### config.mk
export PLATFORM = sky130hd
export DESIGN_NAME = cross_stencil_smoothing_filter_flat
export DESIGN_NICKNAME = d
export VERILOG_FILES = /design/src/hdl/csf_pkg.sv /design/src/hdl/csf_stream_if.sv /design/src/hdl/csf_line_buffer.sv /design/src/hdl/csf_stencil.sv /design/src/hdl/cross_stencil_smoothing_filter.sv /design/src/flat_wrapper.sv
export SDC_FILE = /design/constraint.sdc
export NUM_CORES = 1
export LEC_CHECK = 0
export ABC_AREA = 1
export BUFFER_PORTS_ARGS = -buffer_cell sky130_fd_sc_hd__buf_2
export CAP_MARGIN = 5
export CELL_PAD_IN_SITES_DETAIL_PLACEMENT = 0
export CELL_PAD_IN_SITES_GLOBAL_PLACEMENT = 1
export CORE_MARGIN = 2
export CORE_UTILIZATION = 41
export DETAILED_ROUTE_END_ITERATION = 7
export PLACE_DENSITY = 0.65
export SLEW_MARGIN = 20
export SYNTH_ARGS = -nofsm -noshare
export SYNTH_HDL_FRONTEND = slang
export SYNTH_HIERARCHICAL = 1
export SYNTH_SLANG_ARGS = --single-unit
export TNS_END_PERCENT = 50
### constraint.sdc
create_clock -name clk -period 8 [get_ports clk]
set_clock_uncertainty 0.05 [all_clocks]
set_input_delay 2.4 -clock clk [delete_from_list [all_inputs] [get_ports clk]]
set_output_delay 2.4 -clock clk [all_outputs]
set_load 0.02 [all_outputs]
### src/hdl/csf_pkg.sv
// csf_pkg: shared types and constants for the cross stencil smoothing filter
// no dependencies; imported by the stream interface users and all csf modules
`timescale 1ns / 1ps

package csf_pkg;

  localparam int PIXEL_W = 8;
  localparam int INDEX_W = 10;
  // 4*c + n + s + w + e of 8-bit pixels fits in 11 bits
  localparam int SUM_W = PIXEL_W + 3;
  // centre weight of 4
  localparam int CENTRE_SHIFT = 2;
  // divide by 8
  localparam int NORM_SHIFT = 3;

  typedef logic [PIXEL_W-1:0] pixel_t;
  typedef logic [INDEX_W-1:0] index_t;

  typedef struct packed {
    pixel_t in_pixel;
  } in_item_t;

  typedef struct packed {
    pixel_t out_pixel;
    index_t out_index;
    logic   frame_last;
  } out_item_t;

  // cross neighborhood around the pixel being emitted
  typedef struct packed {
    pixel_t north;
    pixel_t south;
    pixel_t west;
    pixel_t centre;
    pixel_t east;
  } window_t;

  typedef struct packed {
    logic flush;   // last-row pixel, value sits in the north slot
    logic border;  // first row or first/last column, centre passes through
  } stencil_ctl_t;

endpackage

### src/hdl/csf_stream_if.sv
// csf_stream_if: valid/ready stream channel with a typed payload
// payload type is a parameter, normally a struct from csf_pkg
`timescale 1ns / 1ps

interface csf_stream_if #(
  parameter type data_t = logic
) ();

  logic  valid;
  logic  ready;
  data_t data;

  modport source (output valid, output data, input ready);
  modport sink (input valid, input data, output ready);

endinterface

### src/hdl/csf_line_buffer.sv
// csf_line_buffer: pixel history ring, one write and two registered read ports
// depends on csf_pkg for the pixel type
`timescale 1ns / 1ps

module csf_line_buffer #(
  parameter int DEPTH = 64,
  localparam int ADDR_W = $clog2(DEPTH)
) (
  input  logic              clk,
  input  logic              wr_en,
  input  logic [ADDR_W-1:0] wr_addr,
  input  csf_pkg::pixel_t   wr_data,
  input  logic              rd_a_en,
  input  logic [ADDR_W-1:0] rd_a_addr,
  output csf_pkg::pixel_t   rd_a_data,
  input  logic              rd_b_en,
  input  logic [ADDR_W-1:0] rd_b_addr,
  output csf_pkg::pixel_t   rd_b_data
);
  import csf_pkg::*;

  pixel_t mem [DEPTH];

  // read before write on a shared address
  always_ff @(posedge clk) begin
    if (wr_en) begin
      mem[wr_addr] <= wr_data;
    end
  end

  always_ff @(posedge clk) begin
    if (rd_a_en) begin
      rd_a_data <= mem[rd_a_addr];
    end
  end

  always_ff @(posedge clk) begin
    if (rd_b_en) begin
      rd_b_data <= mem[rd_b_addr];
    end
  end

endmodule

### src/hdl/csf_stencil.sv
// csf_stencil: weighted cross sum and border / flush selection
// depends on csf_pkg for window and control structs
`timescale 1ns / 1ps

module csf_stencil (
  input  csf_pkg::window_t      win,
  input  csf_pkg::stencil_ctl_t ctl,
  output csf_pkg::pixel_t       result
);
  import csf_pkg::*;

  logic [SUM_W-1:0] sum;

  assign sum = (SUM_W'(win.centre) << CENTRE_SHIFT) + SUM_W'(win.north) + SUM_W'(win.south)
             + SUM_W'(win.west) + SUM_W'(win.east);

  always_comb begin
    if (ctl.flush) begin
      result = win.north;
    end else if (ctl.border) begin
      result = win.centre;
    end else begin
      result = sum[NORM_SHIFT +: PIXEL_W];
    end
  end

endmodule

### src/hdl/cross_stencil_smoothing_filter.sv
// cross_stencil_smoothing_filter: top level, counters, flush sequencer, pipeline
// depends on csf_pkg, csf_stream_if, csf_line_buffer and csf_stencil
`timescale 1ns / 1ps

// usage
// - pixels: one 8-bit grayscale pixel per transfer, raster order, frames of
//   IMAGE_WIDTH x IMAGE_HEIGHT back to back
// - smoothed: one result per transfer: pixel, raster index (mod 1024) and a
//   frame_last flag on the final pixel of each frame
// - pixel p leaves once pixel p + IMAGE_WIDTH has been taken, so output trails
//   input by one row; an emitted pixel passes through the input stage and then
//   the output register after the transfer that releases it
// - throughput is one pixel per cycle while smoothed is ready, set by the
//   stage-to-stage handshake and the history ring's two read ports (east, north)
// - the last pixel of a frame starts a flush of the last row: IMAGE_WIDTH
//   results, one per cycle while smoothed is ready, via the ring's north port;
//   pixels.ready stays low until the flush ends, then the next frame starts at 0
// - interior pixels: (4*c + n + s + w + e) >> 3; border rows and columns pass
// - a stall on smoothed holds the output register; the input stage keeps
//   taking pixels until it holds an item that cannot move on
// - rst (synchronous, active high) clears the position, flush and valid state;
//   the ring needs no clearing, every pixel that matters is written first
module cross_stencil_smoothing_filter #(
  parameter int IMAGE_WIDTH  = 32,
  parameter int IMAGE_HEIGHT = 32
) (
  input logic          clk,
  input logic          rst,
  csf_stream_if.sink   pixels,
  csf_stream_if.source smoothed
);
  import csf_pkg::*;

  localparam int HIST_DEPTH = 2 * IMAGE_WIDTH;
  localparam int HA_W       = $clog2(HIST_DEPTH);
  localparam int COL_W      = $clog2(IMAGE_WIDTH);
  localparam int ROW_W      = $clog2(IMAGE_HEIGHT);

  // input position
  logic [COL_W-1:0] col;
  logic [ROW_W-1:0] row;
  logic [HA_W-1:0]  wp;        // ring slot of the incoming pixel
  logic [HA_W-1:0]  wp_inc;
  logic [HA_W:0]    ep_sum;
  logic [HA_W-1:0]  ep;        // ring slot of the east neighbor, pos - width + 1

  // last-row flush
  logic             flushing;
  logic [COL_W-1:0] fcnt;
  logic [HA_W-1:0]  faddr;
  logic [HA_W-1:0]  faddr_inc;

  // handshakes
  logic in_fire;
  logic flush_issue;
  logic s1_free;
  logic s1_advance;
  logic out_load;
  logic frame_end;
  logic emit_in;
  logic flush_final;

  // input stage
  logic         s1_valid;
  logic         s1_emit;
  logic         s1_flush;
  logic         s1_border;
  logic         s1_last;
  index_t       s1_idx;
  pixel_t       s1_south;
  pixel_t       centre;
  pixel_t       west;
  index_t       oidx;
  pixel_t       rd_east;
  pixel_t       rd_north;
  window_t      win;
  stencil_ctl_t ctl;
  pixel_t       result;

  // output register
  logic      out_valid;
  out_item_t out_data;

  assign in_fire     = pixels.valid && pixels.ready;
  assign s1_advance  = s1_valid && (!s1_emit || !out_valid || smoothed.ready);
  assign s1_free     = !s1_valid || s1_advance;
  assign pixels.ready = s1_free && !flushing;
  assign flush_issue = flushing && s1_free;
  assign out_load    = s1_advance && s1_emit;

  assign frame_end   = (row == ROW_W'(IMAGE_HEIGHT - 1)) && (col == COL_W'(IMAGE_WIDTH - 1));
  assign emit_in     = in_fire && (row != '0);
  assign flush_final = flush_issue && (fcnt == COL_W'(IMAGE_WIDTH - 1));

  assign wp_inc    = (wp == HA_W'(HIST_DEPTH - 1)) ? '0 : wp + 1'b1;
  assign faddr_inc = (faddr == HA_W'(HIST_DEPTH - 1)) ? '0 : faddr + 1'b1;
  assign ep_sum    = {1'b0, wp} + (HA_W + 1)'(IMAGE_WIDTH + 1);
  assign ep        = (ep_sum >= (HA_W + 1)'(HIST_DEPTH)) ?
                     HA_W'(ep_sum - (HA_W + 1)'(HIST_DEPTH)) : ep_sum[HA_W-1:0];

  // position counters and flush sequencer
  always_ff @(posedge clk) begin
    if (rst) begin
      col      <= '0;
      row      <= '0;
      wp       <= '0;
      flushing <= 1'b0;
      fcnt     <= '0;
      faddr    <= '0;
    end else begin
      if (in_fire) begin
        if (frame_end) begin
          col      <= '0;
          row      <= '0;
          wp       <= '0;
          flushing <= 1'b1;
          fcnt     <= '0;
          faddr    <= ep;  // first pixel of the last row
        end else begin
          wp <= wp_inc;
          if (col == COL_W'(IMAGE_WIDTH - 1)) begin
            col <= '0;
            row <= row + 1'b1;
          end else begin
            col <= col + 1'b1;
          end
        end
      end
      if (flush_issue) begin
        faddr <= faddr_inc;
        fcnt  <= fcnt + 1'b1;
        if (flush_final) begin
          flushing <= 1'b0;
        end
      end
    end
  end

  // north port doubles as the flush read port; the two never overlap
  csf_line_buffer #(
    .DEPTH(HIST_DEPTH)
  ) u_line_buffer (
    .clk      (clk),
    .wr_en    (in_fire),
    .wr_addr  (wp),
    .wr_data  (pixels.data.in_pixel),
    .rd_a_en  (in_fire),
    .rd_a_addr(ep),
    .rd_a_data(rd_east),
    .rd_b_en  (in_fire || flush_issue),
    .rd_b_addr(flushing ? faddr : wp),
    .rd_b_data(rd_north)
  );

  // input stage control
  always_ff @(posedge clk) begin
    if (rst) begin
      s1_valid <= 1'b0;
      s1_emit  <= 1'b0;
      oidx     <= '0;
    end else begin
      if (in_fire || flush_issue) begin
        s1_valid <= 1'b1;
        s1_emit  <= flush_issue || (row != '0);
      end else if (s1_advance) begin
        s1_valid <= 1'b0;
      end
      if (emit_in || flush_issue) begin
        oidx <= flush_final ? '0 : oidx + 1'b1;
      end
    end
  end

  // input stage payload; the west/centre taps shift only with input pixels
  always_ff @(posedge clk) begin
    if (in_fire || flush_issue) begin
      s1_flush  <= flush_issue;
      s1_border <= (row == ROW_W'(1)) || (col == '0) || (col == COL_W'(IMAGE_WIDTH - 1));
      s1_last   <= flush_final;
      s1_idx    <= oidx;
    end
    if (in_fire) begin
      s1_south <= pixels.data.in_pixel;
      centre   <= rd_east;
      west     <= centre;
    end
  end

  assign win.north  = rd_north;
  assign win.south  = s1_south;
  assign win.west   = west;
  assign win.centre = centre;
  assign win.east   = rd_east;
  assign ctl.flush  = s1_flush;
  assign ctl.border = s1_border;

  csf_stencil u_stencil (
    .win   (win),
    .ctl   (ctl),
    .result(result)
  );

  // output register
  always_ff @(posedge clk) begin
    if (rst) begin
      out_valid <= 1'b0;
    end else if (out_load) begin
      out_valid <= 1'b1;
    end else if (smoothed.ready) begin
      out_valid <= 1'b0;
    end
  end

  always_ff @(posedge clk) begin
    if (out_load) begin
      out_data.out_pixel  <= result;
      out_data.out_index  <= s1_idx;
      out_data.frame_last <= s1_last;
    end
  end

  assign smoothed.valid = out_valid;
  assign smoothed.data  = out_data;

endmodule

### src/flat_wrapper.sv
// flat-port wrapper written by rule: the top's interface ports become plain ports
module cross_stencil_smoothing_filter_flat import csf_pkg::*;
#(
  parameter int IMAGE_WIDTH  = 32,
  parameter int IMAGE_HEIGHT = 32
)
  (clk, rst, pixels_valid, pixels_data, pixels_ready, smoothed_valid, smoothed_data, smoothed_ready);
  csf_stream_if #(.data_t(in_item_t)) pixels_i ();
  csf_stream_if #(.data_t(out_item_t)) smoothed_i ();
  input logic clk;
  input logic rst;
  input wire logic [$bits(pixels_i.valid)-1:0] pixels_valid;
  input wire logic [$bits(pixels_i.data)-1:0] pixels_data;
  output wire logic [$bits(pixels_i.ready)-1:0] pixels_ready;
  output wire logic [$bits(smoothed_i.valid)-1:0] smoothed_valid;
  output wire logic [$bits(smoothed_i.data)-1:0] smoothed_data;
  input wire logic [$bits(smoothed_i.ready)-1:0] smoothed_ready;
  assign pixels_i.valid = pixels_valid;
  assign pixels_i.data = pixels_data;
  assign pixels_ready = pixels_i.ready;
  assign smoothed_valid = smoothed_i.valid;
  assign smoothed_data = smoothed_i.data;
  assign smoothed_i.ready = smoothed_ready;
  cross_stencil_smoothing_filter #(.IMAGE_WIDTH(IMAGE_WIDTH), .IMAGE_HEIGHT(IMAGE_HEIGHT)) u_core (.clk(clk), .rst(rst), .pixels(pixels_i), .smoothed(smoothed_i));
endmodule
==> impl_metrics.json <==
{
  "status": "complete, no violations",
  "reg2regPathDepth": 12,
  "fillers": 7369,
  "path_clk_slew_ns": 0.05,
  "leakagePower_uw": 0.01367,
  "placed_cell_area_um2": 32710,
  "cts_setup_buffers": 0,
  "ir_worst_vdd_uv": 155.8,
  "io_buffers": 32,
  "clockBufferDepth": 3,
  "yosysWarningCount": 6,
  "hold_class": "reg -> reg",
  "register_area_um2": 18360,
  "power.density_nw_per_um2": 238.4,
  "h-tree-depth": 3,
  "r2r-end": "u_core/u_line_buffer/rd_b_data[2]$_DFFE_PP_",
  "io_pins": 33,
  "area_growth_pct": 8.994,
  "whs_path_depth": 0,
  "rsz0062_at_grt": "false",
  "first_global_vias": 24404,
  "cts_buffers": 72,
  "synth_top_area_share_pct": 54.26,
  "postCtsHoldBufs": 0,
  "antenna_found_initial": 1,
  "cts_resized": 0,
  "hold_start": "u_core/s1_idx[8]$_DFFE_PP_",
  "fin_hold_ws_ns": 0.3703,
  "min_period_over_period_pct": 68.79,
  "crit_arrival_ns": 3.05,
  "postSynthNetCount": 3691,
  "critPathMaxFanout": 3,
  "grt_use_total_pct": 26.53,
  "gr-total-overflow": 0,
  "critPathLaunchType": "input pin",
  "cts_tree": "yes",
  "antenna_left": 0,
  "die_h_um": 284.8,
  "finalInstanceArea_um2": 35220,
  "worstPathRequired_ns": 5.55,
  "setup.worst_path.class": "in -> out",
  "synth_cells": 3634,
  "worstHoldEndpoint": "u_core/smoothed.data[9]$_DFFE_PP_",
  "finalSetupTns_ns": 0,
  "drc": 0,
  "num_vias": 26286,
  "post-synth-top-area-cell": "edfxtp_1",
  "syn_area_um2": 32320,
  "routed_via_density": 5.646,
  "ys_ff_latch": 625,
  "finalHoldViolCount": 0,
  "ys.flop_type": "edfxtp_1",
  "fin_nets": 3615,
  "clkLatencyLatePin_ns": 0.63,
  "wl_per_cell_um": 23.38,
  "cap_violations": 0,
  "r2r-start": "u_core/wp[0]$_SDFFE_PP0P_",
  "gp_congestion": 0.9016,
  "die_w_um": 284.8,
  "die_area_um2": 81090,
  "synth_edf_count": 584,
  "initial_core_util_pct": 41.58,
  "syn-mean-instance-area_um2": 8.893,
  "postSynth.asyncResetShare_pct": 0,
  "first_iter_violations": 3474,
  "end_kind": "primary output",
  "finalMaxSlewViolations": 0,
  "clockRootBuffer": "clkbuf_16",
  "drive_above_1_share_pct": 6.333,
  "firstDrtPassIters": 6,
  "multi_input_area_um2": 11930,
  "worst_pin_slew_ns": 1.243,
  "setup_violations": 0,
  "grt_max_degree": 136,
  "rows": 102,
  "r2r_slack_ns": 3.17,
  "min_period_ns": 5.503,
  "grt_pass1_wl_mm": 161.5,
  "synth_seq_area_share_pct": 56.80,
  "fp.coreArea_um2": 77720,
  "startpoint": "smoothed_ready",
  "cts_sinks": 625,
  "synth.distinct_cells": 38,
  "synthTopCellsByArea": "edfxtp_1 54%, nand2_1 17%, nand3_1 14%, dfxtp_1 2.5%, buf_6 1.9%",
  "wl_mm": 108.9,
  "fmax_mhz": 181.7,
  "diodes": 0,
  "slew-limit-headroom_pct": 16.86,
  "dp.final_hpwl_mm": 66.17
}
## cell usage after synthesis (16+ instances only)
cell type / number
edfxtp_1: 584
buf_1: 17
buf_4: 16
a21oi_1: 33
fa_1: 22
buf_6: 54
nand2_1: 1433
ha_1: 23
clkbuf_1: 21
nand3_1: 902
o21ai_0: 27
nor2_1: 121
dfxtp_1: 41
buf_2: 119
inv_1: 146
## final cells by class
| cell class | instances | area share (%) |
|---|---|---|
| clock inverters | 46 | 1.495 |
| clock buffers | 86 | 5.502 |
| flip-flops and latches | 625 | 52.12 |
| inverters | 153 | 1.709 |
| multi-input cells | 2625 | 33.86 |
| well taps | 1040 | 3.694 |
| repair buffers | 81 | 1.623 |
## layer usage
metal	GRT usage (%)	part of all wire, %	up-vias	routed length [um]
li1	-	-	12125	-
met1	37.97	43	12662	47110
met2	39.89	44	1291	47630
met3	5.000	9.0	208	9785
met4	10.28	4.0	0	4347
met5	0	0	-	0
## stage by stage
| step | setup slack, ns | power (uW) | utilization, % | instances |
|---|---|---|---|---|
| 6_report | 2.497 | 8399 | 45.32 | 4656 |
| 5_1_grt | 2.454 | 8747 | 45.32 | 4656 |
| 4_1_cts | 2.502 | 8461 | 45.26 | 4654 |
| 3_5_place_dp | 2.441 | 5014 | 42.09 | 4522 |
| 3_3_place_gp | 2.474 | 5014 | 42.09 | 4522 |
| 2_1_floorplan | 2.663 | 4638 | - | 3634 |
## state kept, by name, indices dropped and copies added, names as in the netlist, 6 cells and up
| register | count |
|---|---|
| u_core/oidx | 10 |
| u_core/s1_south | 8 |
| u_core/s1_idx | 10 |
| u_core/centre | 8 |
| u_core/u_line_buffer/rd_a_data | 8 |
| u_core/u_line_buffer/rd_b_data | 8 |
| u_core/smoothed.data | 19 |
| u_core/wp | 6 |
| u_core/faddr | 6 |
| u_core/u_line_buffer/mem | 512 |
| u_core/west | 8 |
## where the power goes
group	switching [uW]	internal [uW]	total, uW
clock	1350	2090	3440
combinational	940	383	1320
sequential	23.4	3620	3640
## placed cells by master (no fill, tap or decap), drive strengths merged
master    Yosys  routed
edfxtp      584     584
fa           22      22
buf         210      81
xnor2         1       1
nand3       903     903
or2           1       1
nor4          9       9
nor3b         1       1
bufinv        0      11
clkbuf       21      86
o21ai        32      32
inv         153     157
nand2      1442    1442
o21bai        2       2
o221ai        1       1
nor2        124     124
dfxtp        41      41
ha           23      23
clkinv        0      25
nand3b        1       1
a21oi        36      36
nand4        15      15
xor2          6       6
nor3          5       5
clkinvlp      0       6
o22ai         1       1
## worst max-delay path: stages
cell,delay (ns)
buf_2,0.11
inv_1,0.06
nand2_2,0.07
nor2_4,0.13
nor2_1,0.08
buf_2,0.20
## worst max-delay path by stage
stage | to | slack, ns | cells after the start
floorplan | pixels_ready | 2.66 | 4
global placement | pixels_ready | 2.47 | 6
detailed placement | u_core/u_line_buffer/mem[62][5]$_DFFE_PP_ | 2.44 | 7
CTS | pixels_ready | 2.50 | 6
global route | pixels_ready | 2.45 | 6
finish | pixels_ready | 2.50 | 6
## kinds of logic (layout without fill, tap and decap cells)
family	count (synthesis)	count (layout)	synth area share (%)
xor+xnor	7	7	0.1897
fa+ha+maj	45	45	2.253
simple gates	2501	2501	32.98
compound gates	72	72	1.239
buf+inv	384	366	6.531
flops	625	625	56.80
Note: power is estimated with default switching activity, not from simulation.
